--- config.mk ---
export PLATFORM = sky130hd
export DESIGN_NAME = sit_ctrl
export DESIGN_NICKNAME = d
export VERILOG_FILES = /design/src/design/sit_pkg.sv /design/src/design/sit_ctrl.sv
export SDC_FILE = /design/constraint.sdc
export NUM_CORES = 1
export LEC_CHECK = 0
export BUFFER_PORTS_ARGS = -buffer_cell sky130_fd_sc_hd__buf_2
export CAP_MARGIN = 10
export CORE_AREA = 2 2 39 41
export DETAILED_ROUTE_END_ITERATION = 7
export DIE_AREA = 0 0 41 43
export PLACE_DENSITY = 0.83
export SYNTH_ARGS = -nofsm -noshare
export SYNTH_HDL_FRONTEND = slang
export SYNTH_SLANG_ARGS = --single-unit
--- constraint.sdc ---
create_clock -name clk -period 1.55 [get_ports clk]
set_input_delay 0.155 -clock clk [delete_from_list [all_inputs] [get_ports clk]]
set_output_delay 0.155 -clock clk [all_outputs]
set_load 0.05 [all_outputs]
--- src/design/sit_pkg.sv ---
`timescale 1ns / 1ps

package sit_pkg;

  localparam int TIME_W            = 16;
  localparam int TIME_LIMIT        = 65535;
  localparam int DEF_NUM_LOCATIONS = 16;
  localparam int DEF_MAX_INTERVALS = 16;
  localparam int LOC_FIELD_W       = 4;

  localparam logic [TIME_W-1:0] HORIZON_RST = 16'd65534;
  localparam logic [TIME_W-1:0] TIME_LAST   = TIME_W'(TIME_LIMIT - 1);

  typedef enum logic [1:0] {
    FN_INIT  = 2'd0,
    FN_BLOCK = 2'd1,
    FN_MARK  = 2'd2,
    FN_QUERY = 2'd3
  } func_t;

  typedef enum logic [1:0] {
    ST_OK       = 2'd0,
    ST_OVERFLOW = 2'd1,
    ST_EMPTY    = 2'd2
  } status_t;

  typedef struct packed {
    logic [1:0]             func;
    logic [LOC_FIELD_W-1:0] location;
    logic [TIME_W-1:0]      t_min;
    logic [TIME_W-1:0]      t_max;
  } in_word_t;

  typedef struct packed {
    logic              found;
    logic [TIME_W-1:0] interval_low;
    logic [TIME_W-1:0] interval_high;
    logic              soft_hit;
    logic [1:0]        status;
  } out_word_t;

  typedef struct packed {
    logic [TIME_W-1:0] low;
    logic [TIME_W-1:0] high;
    logic              mark;
  } span_t;

  typedef struct packed {
    logic    load;
    logic    init;
    logic    next;
    logic    push;
    logic    clr_idx;
    logic    commit;
    logic    copy_wr;
    logic    q_hit;
    logic    set_st;
    status_t st;
  } ctl_cmd_t;

  typedef struct packed {
    logic [1:0] func;
    logic       bad_loc;
    logic       empty;
    logic       bad_range;
    logic       q_beyond;
    logic       q_hit;
    logic       q_stop;
    logic       idx_last;
    logic       sub_last;
    logic       over;
    logic       none;
    logic       copy_last;
  } dp_stat_t;

  function automatic logic [TIME_W-1:0] list_end(input logic [TIME_W-1:0] h);
    logic [TIME_W-1:0] m;
    m = (h < TIME_LAST) ? h : TIME_LAST;
    return m + TIME_W'(1);
  endfunction

  localparam span_t RST_SPAN = '{low: '0, high: list_end(HORIZON_RST), mark: 1'b0};

endpackage

--- src/design/sit_ctrl.sv ---
`timescale 1ns / 1ps

module sit_ctrl (
  input  logic             clk,
  input  logic             rst_n,
  input  logic             start,
  output logic             busy,
  output logic             out_strobe,
  input  sit_pkg::dp_stat_t stat,
  output sit_pkg::ctl_cmd_t cmd
);
  import sit_pkg::*;

  typedef enum logic [6:0] {
    S_IDLE   = 7'b0000001,
    S_DECODE = 7'b0000010,
    S_QUERY  = 7'b0000100,
    S_PUSH   = 7'b0001000,
    S_FLUSH  = 7'b0010000,
    S_COPY   = 7'b0100000,
    S_DONE   = 7'b1000000
  } state_t;

  state_t state_r, state_nxt;

  always_ff @(posedge clk) begin
    if (!rst_n) begin
      state_r <= S_IDLE;
    end else begin
      state_r <= state_nxt;
    end
  end

  always_comb begin
    state_nxt = state_r;
    cmd       = '0;
    cmd.st    = ST_OK;
    unique case (state_r)
      S_IDLE: begin
        if (start) begin
          cmd.load  = 1'b1;
          state_nxt = S_DECODE;
        end
      end
      S_DECODE: begin
        if (stat.bad_loc) begin
          cmd.set_st = 1'b1;
          cmd.st     = ST_EMPTY;
          state_nxt  = S_DONE;
        end else if (stat.func == FN_INIT) begin
          cmd.init  = 1'b1;
          state_nxt = S_DONE;
        end else if (stat.empty) begin
          cmd.set_st = 1'b1;
          cmd.st     = ST_EMPTY;
          state_nxt  = S_DONE;
        end else if (stat.func == FN_QUERY) begin
          state_nxt = stat.q_beyond ? S_DONE : S_QUERY;
        end else if (stat.bad_range) begin
          cmd.set_st = 1'b1;
          cmd.st     = ST_EMPTY;
          state_nxt  = S_DONE;
        end else begin
          state_nxt = S_PUSH;
        end
      end
      S_QUERY: begin
        if (stat.q_hit) begin
          cmd.q_hit = 1'b1;
          state_nxt = S_DONE;
        end else if (stat.q_stop || stat.idx_last) begin
          state_nxt = S_DONE;
        end else begin
          cmd.next = 1'b1;
        end
      end
      S_PUSH: begin
        cmd.push = 1'b1;
        if (stat.sub_last) begin
          if (stat.idx_last) begin
            state_nxt = S_FLUSH;
          end else begin
            cmd.next = 1'b1;
          end
        end
      end
      S_FLUSH: begin
        if (stat.over) begin
          cmd.set_st = 1'b1;
          cmd.st     = ST_OVERFLOW;
          state_nxt  = S_DONE;
        end else begin
          cmd.commit  = 1'b1;
          cmd.clr_idx = 1'b1;
          state_nxt   = stat.none ? S_DONE : S_COPY;
        end
      end
      S_COPY: begin
        cmd.copy_wr = 1'b1;
        if (stat.copy_last) begin
          state_nxt = S_DONE;
        end else begin
          cmd.next = 1'b1;
        end
      end
      S_DONE: begin
        state_nxt = S_IDLE;
      end
      default: begin
        state_nxt = S_IDLE;
      end
    endcase
  end

  assign busy       = (state_r != S_IDLE);
  assign out_strobe = (state_r == S_DONE);

endmodule

==> metrics.md <==
| Metric | Value |
|---|---|
| Area after DPL | `865 µm²` |
| Synthesized flop and latch total | `7` |
| Critical Path Sink Type | `output port` |
| Final Cycle Share | `1.14` |
| Clock transition at the registers of the reported paths | `0.06 ns` |
| Max Root-Sink Buffers | `2` |
| Yosys top cell by area | `dfxtp_1` |
| Top Ports | `29` |
| WP data arrival | `1.60 ns` |
| Outcome | `complete, but fails checks` |
| Share of the synthesized area in the top cell type | `0.260` |
| Fill cells | `83` |
| Site Rows | `14` |
| Die area | `1760 µm²` |
| Total global-route track usage | `0.246` |
| Worst r2r path cells | `6` |
| Ys Warns | `0` |
| Worst skew pair latency | `0.27 ns` |
| GR Overflow Total | `0` |
| VDD IR max | `0.566 mV` |
| Critical path cell sequence | `nor3_4 -> buf_6 -> nand4b_4 -> a21oi_4 -> or2_4 -> buf_8` |
| Die Y-Extent | `43 µm` |
| Routed WL per cell | `13.5 µm` |
| Cell with the largest stage delay on the worst path | `dfxtp_2` |
| Slowest stage delay, CP | `0.34 ns` |
| Die W | `41 µm` |
| Final net count | `138` |
| Area Growth Syn to Fin | `109%` |
| Power Density | `1110 nW/µm²` |
| Cell count of the worst hold path | `2` |
| DRT Pass-1 Iters | `7` |
| Biggest register | `state_r` |
| Inserted Diodes | `0` |
| DP HPWL | `1.16 mm` |
| Leakage | `0.501 nW` |
| First-pass GRT wire length | `2.86 mm` |
| Worst-Margin Slew | `0.489 ns` |
| Post-DR vias/cell | `5.28` |
| Port bufs | `28` |
| Clock power share | `0.140` |
| Total Wirelength | `1.84 mm` |
| Post-CTS Hold Fix Bufs | `0` |
| Worst Path Required | `1.39 ns` |
| MaxCap Viol Count | `0` |
| HP Class | `in -> reg` |
| Max reg flops | `7` |
| Final hold vios | `0` |
| Initial antenna violation count | `0` |
| CP startpoint kind | `flop` |
| Cell internal pwr | `0.668 mW` |
| Synthesized cell area | `538 µm²` |
| Largest regs | `state_r (7)` |
| CORE AREA | `1380 µm²` |
| Vias in the first global route | `698` |
| Final hold slack | `0.109 ns` |
| Placer Congestion | `0.819` |
| Final ANT Viol Nets | `0` |
| Via count | `723` |
| CTS tree | `done` |
| Num CTS Buffers | `3` |
| Syn Nets | `87` |
| Setup Skew | `0.00620 ns` |
| Clock Sinks | `7` |
| Share of cells above drive strength 1 | `0.661` |
| Synth cell types | `32` |
| Sw frac | `0.466` |
| Peak Freq | `568 MHz` |
| Failing checks | `negative setup slack` |
| Design Area, Final | `1130 µm²` |
| Seq pwr share | `0.232` |
| Unrepaired setup endpoints after global routing | `true` |
| Worst setup margin | `-0.209 ns` |
| Syn Area/Cell | `7.58 µm²` |
| CTS HTree Levels | `1` |
| Root Buffer | `clkbuf_4` |
| Ranking of synthesized cells by area | `dfxtp_1 26%, nor2_1 7.7%, inv_1 5.6%` |
| Final slew viol count | `0` |
| Largest net degree at the start of global routing | `7` |
| Initial core utilization | `0.389` |
| Sequential element share of the synthesized area | `0.260` |
| # DRC | `0` |
| Crit Path Max Fanout | `4` |
| DRT iter0 DRCs | `15` |
| Critical path class | `reg -> out` |
| Final Core Density | `0.814` |
| Place WS | `0.00991 ns` |
| Tmin final | `1.76 ns` |
| Switching power | `0.583 mW` |
| Gate Count Post-Synth | `71` |
| Final Setup Violations | `17` |
| Comb pwr share | `0.628` |
| Slew headroom | `0.671` |
==> per-stage QoR <==
| stage | total power, mW | instances | TNS [ns] |
|---|---|---|---|
| floorplan | 0.703 | 71 | -0.217 |
| global placement | 0.848 | 125 | 0 |
| detailed placement | 0.858 | 125 | 0 |
| CTS | 1.20 | 133 | -1.21 |
| global route | 1.32 | 137 | -3.19 |
| finish | 1.25 | 137 | -1.86 |
==> cell usage in the layout, fill, tap and decap left out, types with 3 or more instances in the layout <==
cell type,n
nor2_1,6
buf_6,10
dfxtp_2,4
buf_4,18
inv_1,6
clkbuf_4,3
nand4_1,3
nand2_1,4
buf_2,15
buf_8,5
nor2_4,3
==> final cells by class <==
cell class              instances  area [µm²]  area share
well taps                      16        20.0      0.0178
flip-flops and latches          7         149       0.132
repair buffers                 48         398       0.353
multi-input cells              54         502       0.446
inverters                       8        30.0      0.0267
clock inverters                 1        5.00     0.00444
clock buffers                   3        22.5      0.0200
==> logic make-up (layout without fill, tap and decap cells) <==
family                 count (synthesis)  in the layout  synth area share
AND/OR/NAND/NOR                       41             41             0.460
AO/OA/AOI/OAI                         12             12             0.179
buffers and inverters                 10             60            0.0837
flip-flops                             7              7             0.260
XOR/XNOR                               1              1            0.0163
==> cells in the mapped netlist <==
library cell and number:
buf_4 2, o2111ai_1 1, a21boi_0 2, and2_1 1, or2_2 1, o22ai_1 1
o21bai_1 1, nor4_2 1, nand2_1 5, a21oi_1 1, nand4b_1 1, nor3_1 1
dfxtp_1 7, a31oi_1 1, nand2b_1 2, nand4b_4 1, a41oi_2 1, o211ai_1 1
and3_1 1, nor3_4 1, inv_1 8, xnor2_1 1, nand3_1 5, nor2_1 11
o31ai_1 1, or3_1 1, a21boi_1 1, o311ai_0 1, nand4_1 3, nor4b_1 1
nor2b_1 2, nor4_1 3
==> layer usage <==
layer / part of all wire / up-vias / track usage
met5: 0 / - / 0
met4: 0.033 / 0 / 0.140
met3: 0.040 / 4 / 0.0314
met2: 0.54 / 27 / 0.419
met1: 0.38 / 333 / 0.269
li1: - / 359 / -
==> power by group through the flow <==
stage | Sequential, mW | Combinational, mW | Clock [mW]
finish | 0.291 | 0.785 | 0.175
global route | 0.293 | 0.836 | 0.190
CTS | 0.282 | 0.739 | 0.180
detailed placement | 0.279 | 0.579 | 0
global placement | 0.277 | 0.571 | 0
floorplan | 0.270 | 0.433 | 0
==> critical path: cells and delay by family (launching register included) <==
kind,cells,cell delay (ns)
and+or+nand+nor,3,0.55
DFF,1,0.34
buffers and inverters,2,0.27
AOI/OAI and AO/OA,1,0.16
==> worst paths after layout <==
| kind | start | slack [ns] | to |
|---|---|---|---|
| max | state_r[6] | -0.21 | cmd[2] |
| min | rst_n | 0.11 | state_r[0] |
| max reg2reg | state_r[6] | -0.19 | state_r[6] |
| min reg2reg | state_r[0] | 0.74 | state_r[1] |
==> timing repair <==
item                       4_1_cts  5_1_grt
pin swaps                        7        8
buffers inserted                 4        4
resized for setup               40       10
setup endpoints to repair       16       18
(Power assumes the default switching activity.)
